### src/hw/rtl/ptsb_pkg.sv
// ptsb_pkg: shared types, constants and the atan table for the point-to-scan binning block
// no dependencies

package ptsb_pkg;

  localparam int MAX_BINS_DEF     = 1024;
  localparam int CORDIC_STEPS_DEF = 20;

  localparam int CW = 24;
  localparam int AW = 17;
  localparam int TW = 8;
  localparam int BW = 10;
  localparam int SW = 49;
  localparam int KW = 3;

  localparam logic [CW-1:0] NO_RET = 24'hFFFFFF;

  typedef enum logic [0:0] {
    OP_INSERT = 1'b0,
    OP_READ   = 1'b1
  } op_t;

  typedef enum logic [2:0] {
    REG_HEIGHT_LOW  = 3'd0,
    REG_HEIGHT_HIGH = 3'd1,
    REG_RANGE_LOW   = 3'd2,
    REG_RANGE_HIGH  = 3'd3,
    REG_ANGLE_START = 3'd4,
    REG_ANGLE_END   = 3'd5,
    REG_ANGLE_STEP  = 3'd6,
    REG_TAG_FILTER  = 3'd7
  } reg_t;

  typedef enum logic [3:0] {
    ST_CLEAR,
    ST_IDLE,
    ST_LOAD,
    ST_SQUARE,
    ST_CHECK,
    ST_ITER,
    ST_ANGLE,
    ST_BINS,
    ST_INDEX,
    ST_READ,
    ST_WRITE,
    ST_OUT
  } state_t;

  // controller -> datapath
  typedef struct packed {
    logic clr_step;
    logic load;
    logic square;
    logic init_iter;
    logic iter;
    logic angle;
    logic div_start;
    logic div_step;
    logic bin_pick;
    logic mem_rd;
    logic mem_wr;
    logic out_load;
  } cmd_t;

  // datapath -> controller
  typedef struct packed {
    logic clr_done;
    logic is_read;
    logic drop_early;
    logic drop_angle;
    logic iter_done;
    logic div_done;
    logic div_second;
  } stat_t;

  function automatic logic [31:0] atan_turn(input logic [4:0] i);
    logic [31:0] t;
    begin
      unique case (i)
        5'd0:  t = 32'h20000000;
        5'd1:  t = 32'h12E4051E;
        5'd2:  t = 32'h09FB385B;
        5'd3:  t = 32'h051111D4;
        5'd4:  t = 32'h028B0D43;
        5'd5:  t = 32'h0145D7E1;
        5'd6:  t = 32'h00A2F61E;
        5'd7:  t = 32'h00517C55;
        5'd8:  t = 32'h0028BE53;
        5'd9:  t = 32'h00145F2F;
        5'd10: t = 32'h000A2F98;
        5'd11: t = 32'h000517CC;
        5'd12: t = 32'h00028BE6;
        5'd13: t = 32'h000145F3;
        5'd14: t = 32'h0000A2FA;
        5'd15: t = 32'h0000517D;
        5'd16: t = 32'h000028BE;
        5'd17: t = 32'h0000145F;
        5'd18: t = 32'h00000A30;
        5'd19: t = 32'h00000518;
        5'd20: t = 32'h0000028C;
        5'd21: t = 32'h00000146;
        5'd22: t = 32'h000000A3;
        5'd23: t = 32'h00000051;
        5'd24: t = 32'h00000029;
        5'd25: t = 32'h00000014;
        5'd26: t = 32'h0000000A;
        5'd27: t = 32'h00000005;
        5'd28: t = 32'h00000003;
        5'd29: t = 32'h00000001;
        5'd30: t = 32'h00000001;
        default: t = 32'h00000000;
      endcase
      return t;
    end
  endfunction

endpackage

### src/hw/rtl/ptsb_ctrl.sv
// ptsb_ctrl: sequencer for the point-to-scan binning block
// depends on ptsb_pkg

module ptsb_ctrl (
  input  logic              clk,
  input  logic              rst_n,
  input  logic              in_valid,
  output logic              in_ready,
  input  logic              out_valid,
  input  logic              out_ready,
  input  ptsb_pkg::stat_t   stat,
  output ptsb_pkg::cmd_t    cmd
);

  ptsb_pkg::state_t state_r, state_nxt;

  always_ff @(posedge clk) begin
    if (!rst_n) begin
      state_r <= ptsb_pkg::ST_CLEAR;
    end else begin
      state_r <= state_nxt;
    end
  end

  always_comb begin
    state_nxt = state_r;
    unique case (state_r)
      ptsb_pkg::ST_CLEAR:  if (stat.clr_done) state_nxt = ptsb_pkg::ST_IDLE;
      ptsb_pkg::ST_IDLE:   if (in_valid) state_nxt = ptsb_pkg::ST_LOAD;
      ptsb_pkg::ST_LOAD:   state_nxt = stat.is_read ? ptsb_pkg::ST_READ : ptsb_pkg::ST_SQUARE;
      ptsb_pkg::ST_SQUARE: state_nxt = ptsb_pkg::ST_CHECK;
      ptsb_pkg::ST_CHECK:  state_nxt = stat.drop_early ? ptsb_pkg::ST_IDLE : ptsb_pkg::ST_ITER;
      ptsb_pkg::ST_ITER:   if (stat.iter_done) state_nxt = ptsb_pkg::ST_ANGLE;
      ptsb_pkg::ST_ANGLE:  state_nxt = stat.drop_angle ? ptsb_pkg::ST_IDLE : ptsb_pkg::ST_BINS;
      ptsb_pkg::ST_BINS:   if (stat.div_done) state_nxt = ptsb_pkg::ST_INDEX;
      ptsb_pkg::ST_INDEX:  if (stat.div_done) state_nxt = ptsb_pkg::ST_READ;
      ptsb_pkg::ST_READ:   state_nxt = ptsb_pkg::ST_WRITE;
      ptsb_pkg::ST_WRITE:  state_nxt = stat.is_read ? ptsb_pkg::ST_OUT : ptsb_pkg::ST_IDLE;
      ptsb_pkg::ST_OUT:    if (!out_valid || out_ready) state_nxt = ptsb_pkg::ST_IDLE;
      default:             state_nxt = ptsb_pkg::ST_IDLE;
    endcase
  end

  always_comb begin
    cmd      = '0;
    in_ready = 1'b0;
    unique case (state_r)
      ptsb_pkg::ST_CLEAR:  cmd.clr_step = 1'b1;
      ptsb_pkg::ST_IDLE:   begin
        in_ready = 1'b1;
        cmd.load = in_valid;
      end
      ptsb_pkg::ST_LOAD:   cmd.square = 1'b1;
      ptsb_pkg::ST_SQUARE: cmd.init_iter = 1'b1;
      ptsb_pkg::ST_CHECK:  cmd.iter = 1'b0;
      ptsb_pkg::ST_ITER:   cmd.iter = 1'b1;
      ptsb_pkg::ST_ANGLE:  begin
        cmd.angle     = 1'b1;
        cmd.div_start = 1'b1;
      end
      ptsb_pkg::ST_BINS:   begin
        cmd.div_step  = 1'b1;
        cmd.div_start = stat.div_done;
      end
      ptsb_pkg::ST_INDEX:  begin
        cmd.div_step = 1'b1;
        cmd.bin_pick = stat.div_done;
      end
      ptsb_pkg::ST_READ:   cmd.mem_rd = 1'b1;
      ptsb_pkg::ST_WRITE:  begin
        cmd.mem_wr   = 1'b1;
        cmd.out_load = 1'b0;
      end
      ptsb_pkg::ST_OUT:    cmd.out_load = !out_valid || out_ready;
      default:             cmd = '0;
    endcase
  end

  a_clear_blocks: assert property (@(posedge clk) disable iff (!rst_n)
    (state_r == ptsb_pkg::ST_CLEAR) |-> !in_ready)
    else $error("request taken during clearing pass");
  a_single_item: assert property (@(posedge clk) disable iff (!rst_n)
    (in_valid && in_ready) |=> !in_ready)
    else $error("second request taken while busy");
  a_div_order: assert property (@(posedge clk) disable iff (!rst_n)
    (state_r == ptsb_pkg::ST_INDEX) |-> stat.div_second)
    else $error("index division without bin count");

endmodule

### config.mk
export PLATFORM = sky130hd
export DESIGN_NAME = ptsb_ctrl
export DESIGN_NICKNAME = d
export VERILOG_FILES = /design/src/hw/rtl/ptsb_pkg.sv /design/src/hw/rtl/ptsb_ctrl.sv
export SDC_FILE = /design/constraint.sdc
export NUM_CORES = 1
export LEC_CHECK = 0
export BUFFER_PORTS_ARGS = -buffer_cell sky130_fd_sc_hd__buf_2
export CAP_MARGIN = 15
export CORE_MARGIN = 10
export CORE_UTILIZATION = 25
export DETAILED_ROUTE_END_ITERATION = 16
export MAX_ROUTING_LAYER = met4
export PLACE_DENSITY = 0.54
export SETUP_SLACK_MARGIN = 0.05
export SYNTH_ARGS = -nofsm -noshare
export SYNTH_HDL_FRONTEND = slang
export SYNTH_SLANG_ARGS = --single-unit
### constraint.sdc
create_clock -name clk -period 1.69 [get_ports clk]
set_clock_uncertainty 0.15 [all_clocks]
set_input_delay 0.338 -clock clk [delete_from_list [all_inputs] [get_ports clk]]
set_output_delay 0.338 -clock clk [all_outputs]
set_load 0.02 [all_outputs]
## Yosys cells after proc, flatten, opt, wreduce, memory -nomap -nowiden

Cells that the tools add are included.

| storage, ports and cells | value |
|---|---|
| register bits | 4 |
| logic and storage cells | 47 |

| cells by class | value |
|---|---|
| reduce and logical (&&, ||, !) cells | 5 |
| eq/ne operators | 17 |
| multiplexer cells | 24 |

Operators with widths:

| kind | number |
|---|---|
| case mux 4 bit (12 select lines) | 1 |
| 2-to-1 mux 4 bit | 8 |
| == test 4 x 3 -> 1 bit (second input constant) | 4 |
| == test 4 bit (second input constant) | 4 |
| 2-to-1 mux 1 bit | 12 |
| inequality test 2 bit (second input constant) | 6 |
| == test 4 x 2 -> 1 bit (second input constant) | 2 |
| 2-to-1 mux 3 bit | 2 |
| AND reduction 6 bit | 1 |
| == test 4 x 1 -> 1 bit (second input constant) | 1 |
| logical NOT 4 bit | 1 |
| case mux 1 bit (2 select lines) | 1 |
| OR reduction 2 bit | 1 |
| logical NOT 1 bit | 1 |
| logical OR 1 bit | 1 |

## Depth between registers and ports, before layout

| logic depth | value |
|---|---|
| depth in word-level cells | 4 |
| gate-level depth with buffers | 5 |
| depth with buffers taken out | 4 |

## Least setup slack after synthesis

OpenSTA, ideal clock, no wires.

| path | value |
|---|---|
| path kind | register to output |
| start | reg state_r[3] |
| end | out cmd[10] in the netlist's numbering |
| data required time | 1.202 ns |
| path buffers | 1 |
| stages on the path, launching flop included | 5 |
| path slack | -0.123 ns |
| arrival | 1.325 ns |
| cells stage by stage | dfxtp_1 -> buf_6 -> or4b_1 -> inv_1 -> and2_1 |

RTL lines:

| item | RTL line | text |
|---|---|---|
| start, declared | ptsb_ctrl.sv:15 | `ptsb_pkg::state_t state_r, state_nxt;` |
| start signal, assigned | ptsb_ctrl.sv:19 | `state_r <= ptsb_pkg::ST_CLEAR;` |
| start signal, assigned | ptsb_ctrl.sv:21 | `state_r <= state_nxt;` |
| end, declared | ptsb_ctrl.sv:12 | `output ptsb_pkg::cmd_t cmd` |

==> results.md <==
- Worst path arrival time: 1.44 ns
- Min Tclk post-route: 1.93 ns
- Placeable Area: 1780 um^2
- Final HPWL DP: 1280 um
- I/O pin total: 25
- GP Congestion: 0.818
- Die footprint: 4090 um^2
- LEAKAGE: 0.437 nW
- Peak supply drop: 410 uV
- Most flop-heavy register: state_r
- Number of synthesized flops with an enable pin: 0
- CTS tree: yes
- R2R depth: 5
- RSZ-0062 raised after global routing: yes
- Net Sw Frac: 41.9%
- Worst-skew pair later-pin latency: 0.23 ns
- FF-to-FF setup slack: -0.13 ns
- Clock root cell: clkbuf_4
- Top sig layer: met3
- Syn nets: 79
- Clock power share: 12.8%
- NetSw: 0.381 mW
- Most used DFF post-synth: dfxtp_1
- Commonest cells post-synth: nand2_1, nand2b_1
- Antenna Cells: 0
- RR Startpoint: state_r[1]$_SDFFE_PN0P_
- Synth top area share: 16.6%
- CTS sink cnt: 4
- Non-filler cells, final: 132
- Final Max Tran Viols: 0
- CTS Buffer Depth: 2
- Flops & latches, synth: 4
- Hold endpoint: state_r[3]$_SDFFE_PN0P_
- Met3 wire len: 114 um
- Drt drc: 0
- Max reg flops: 4
- WL/cell: 15.5 um
- Total of max-cap violations: 0
- DP Cell Count: 118
- Fraction of layout cells with a size suffix above 1: 68.2%
- Fmax: 519 MHz
- Final setup violation count: 14
- Register share of total power: 15.1%
- Total congestion overflow: 0
- WHS: 0.252 ns
- Failing checks: setup timing
- Slew headroom: 75.5%
- Post-synth top area cell: dfxtp_1
- Combinational power share: 72.1%
- Syn Inst Count: 67
- Layout area overhead: 114%
- ANT nets after route: 0
- Cell Int Power: 0.529 mW
- Synth top area cells: dfxtp_1, nand2b_1, nand2_1
- Total GRT Usage: 9.10%
- Die Y: 64.0 um
- Die width: 64.0 um
- Num CTS Buffers: 3
- Clock Pin Slew Worst Setup and Hold Paths: 0.03 ns
- Async S/R FF share, synth: 0%
- CP required: 1.20 ns
- Global-route wire length before repair: 2960 um
- Cell variety after synth: 33
- Vias: 661
- Drt total wl: 2050 um
- Initial DRC Count: 3
- Cell Pwr Density: 882 nW/um^2
- I/O Buffers: 23
- Post-Syn Area: 483 um^2
- Tcrit/Tclk final: 114%
- Biggest regs: state_r (4)
- Status: finished, violations left
- H-tree lvl count: 1
- CP Capture Type: primary output
- Synthesis Warnings: 0
- Final hold violation count: 0
- Mean post-synth cell area: 7.21 um^2
- Post-DR vias/cell: 5.01
- Worst reg2reg endpoint: state_r[3]$_SDFFE_PN0P_
- Hold WC Path Type: in2reg
- Final nets: 121
- Largest net degree at the start of global routing: 16
- Worst hold path depth: 3
- Hold path start: rst_n
- Met1 wire length: 760 um
- CP Class: reg2out
- Slew @ Worst Pin: 0.367 ns
- CP startpoint: state_r[1]$_SDFFE_PN0P_
- Critical Path Source Type: register
- Met2 routed WL: 1170 um
- 1st-pass router iterations: 4
- Row count: 15
- Antenna violations before repair: 0
- Worst setup margin: -0.237 ns
- CP Max Fanout: 3
- Initial Util: 27.1%
- Vias in the first global route: 627
- Register area share after synthesis: 16.6%
- Most common cell in the netlist: nand2_1
[layout by cell type, fill, tap and decap left out, types with 3 or more instances in the layout]
cell type,synthesis,layout
inv_1,4,3
nand2b_4,0,3
nand2_1,7,5
o21ai_0,4,4
buf_6,1,13
nor3_4,0,3
dfxtp_2,0,3
clkbuf_4,0,3
buf_4,0,16
buf_2,3,10
a21oi_1,3,3
[per-layer routing]
layer | track usage, % | up-vias
met3 | 2.79 | 0
li1 | - | 326
met1 | 8.48 | 316
met4 | 3.28 | 0
met5 | - | -
met2 | 17.0 | 19
[power groups by stage]
stage,Combinational (mW),Clock [mW],Sequential [mW]
final,0.656,0.116,0.138
after global placement,0.407,0,0.135
after global routing,0.693,0.130,0.140
after CTS,0.567,0.119,0.134
after detailed placement,0.412,0,0.134
after floorplan,0.306,0,0.125
[layout make-up]
| cell class | count | area [um^2] |
|---|---|---|
| inverter | 4 | 15.0 |
| fill | 146 | 751 |
| clock buffer | 3 | 22.5 |
| timing repair buffer | 43 | 372 |
| sequential | 4 | 87.6 |
| tap | 25 | 31.3 |
| multi-input combinational | 53 | 504 |
[critical path, cell delays in order, from the launching register on]
cell and delay (ns):
dfxtp_2 0.33, or4b_4 0.54, inv_2 0.08, and2_4 0.14
buf_6 0.11
[kinds of logic (layout without fill, tap and decap cells)]
group                  count (synthesis)  after routing  synth area share (%)
AO/OA/AOI/OAI                         17             17                  27.2
XOR/XNOR                               1              1                  1.81
buffers and inverters                 10             50                  10.1
flip-flops                             4              4                  16.6
multiplexers                           2              2                  4.15
AND/OR/NAND/NOR                       33             33                  40.2
[stage by stage]
step | setup slack, ns | power, mW | area, um^2 | setup TNS [ns] | util (%)
3_3_place_gp | -0.0617 | 0.542 | 707 | -0.176 | 39.6
4_1_cts | -0.205 | 0.820 | 918 | -1.30 | 51.5
3_5_place_dp | -0.0596 | 0.546 | 707 | -0.157 | 39.6
5_1_grt | -0.284 | 0.962 | 1030 | -2.20 | 57.9
2_1_floorplan | -0.0266 | 0.431 | 529 | -0.0266 | -
6_report | -0.237 | 0.910 | 1030 | -1.44 | 57.9
[worst max-delay path by stage]
stage                                   end  slack [ns]  cells past startpoint
floorplan                           cmd[10]       -0.03                      4
global placement    state_r[3]$_SDFFE_PN0P_       -0.06                      5
detailed placement  state_r[3]$_SDFFE_PN0P_       -0.06                      5
CTS                                 cmd[10]       -0.21                      4
global route                        cmd[10]       -0.28                      4
finish                              cmd[10]       -0.24                      4
[what timing repair did]
item	CTS	global route
endpoints found under the setup margin	16	17
pin swaps	5	6
hold buffers	0	0
resized for setup	37	20
buffers inserted	8	4
No activity file was read; power rests on OpenSTA's default activity.
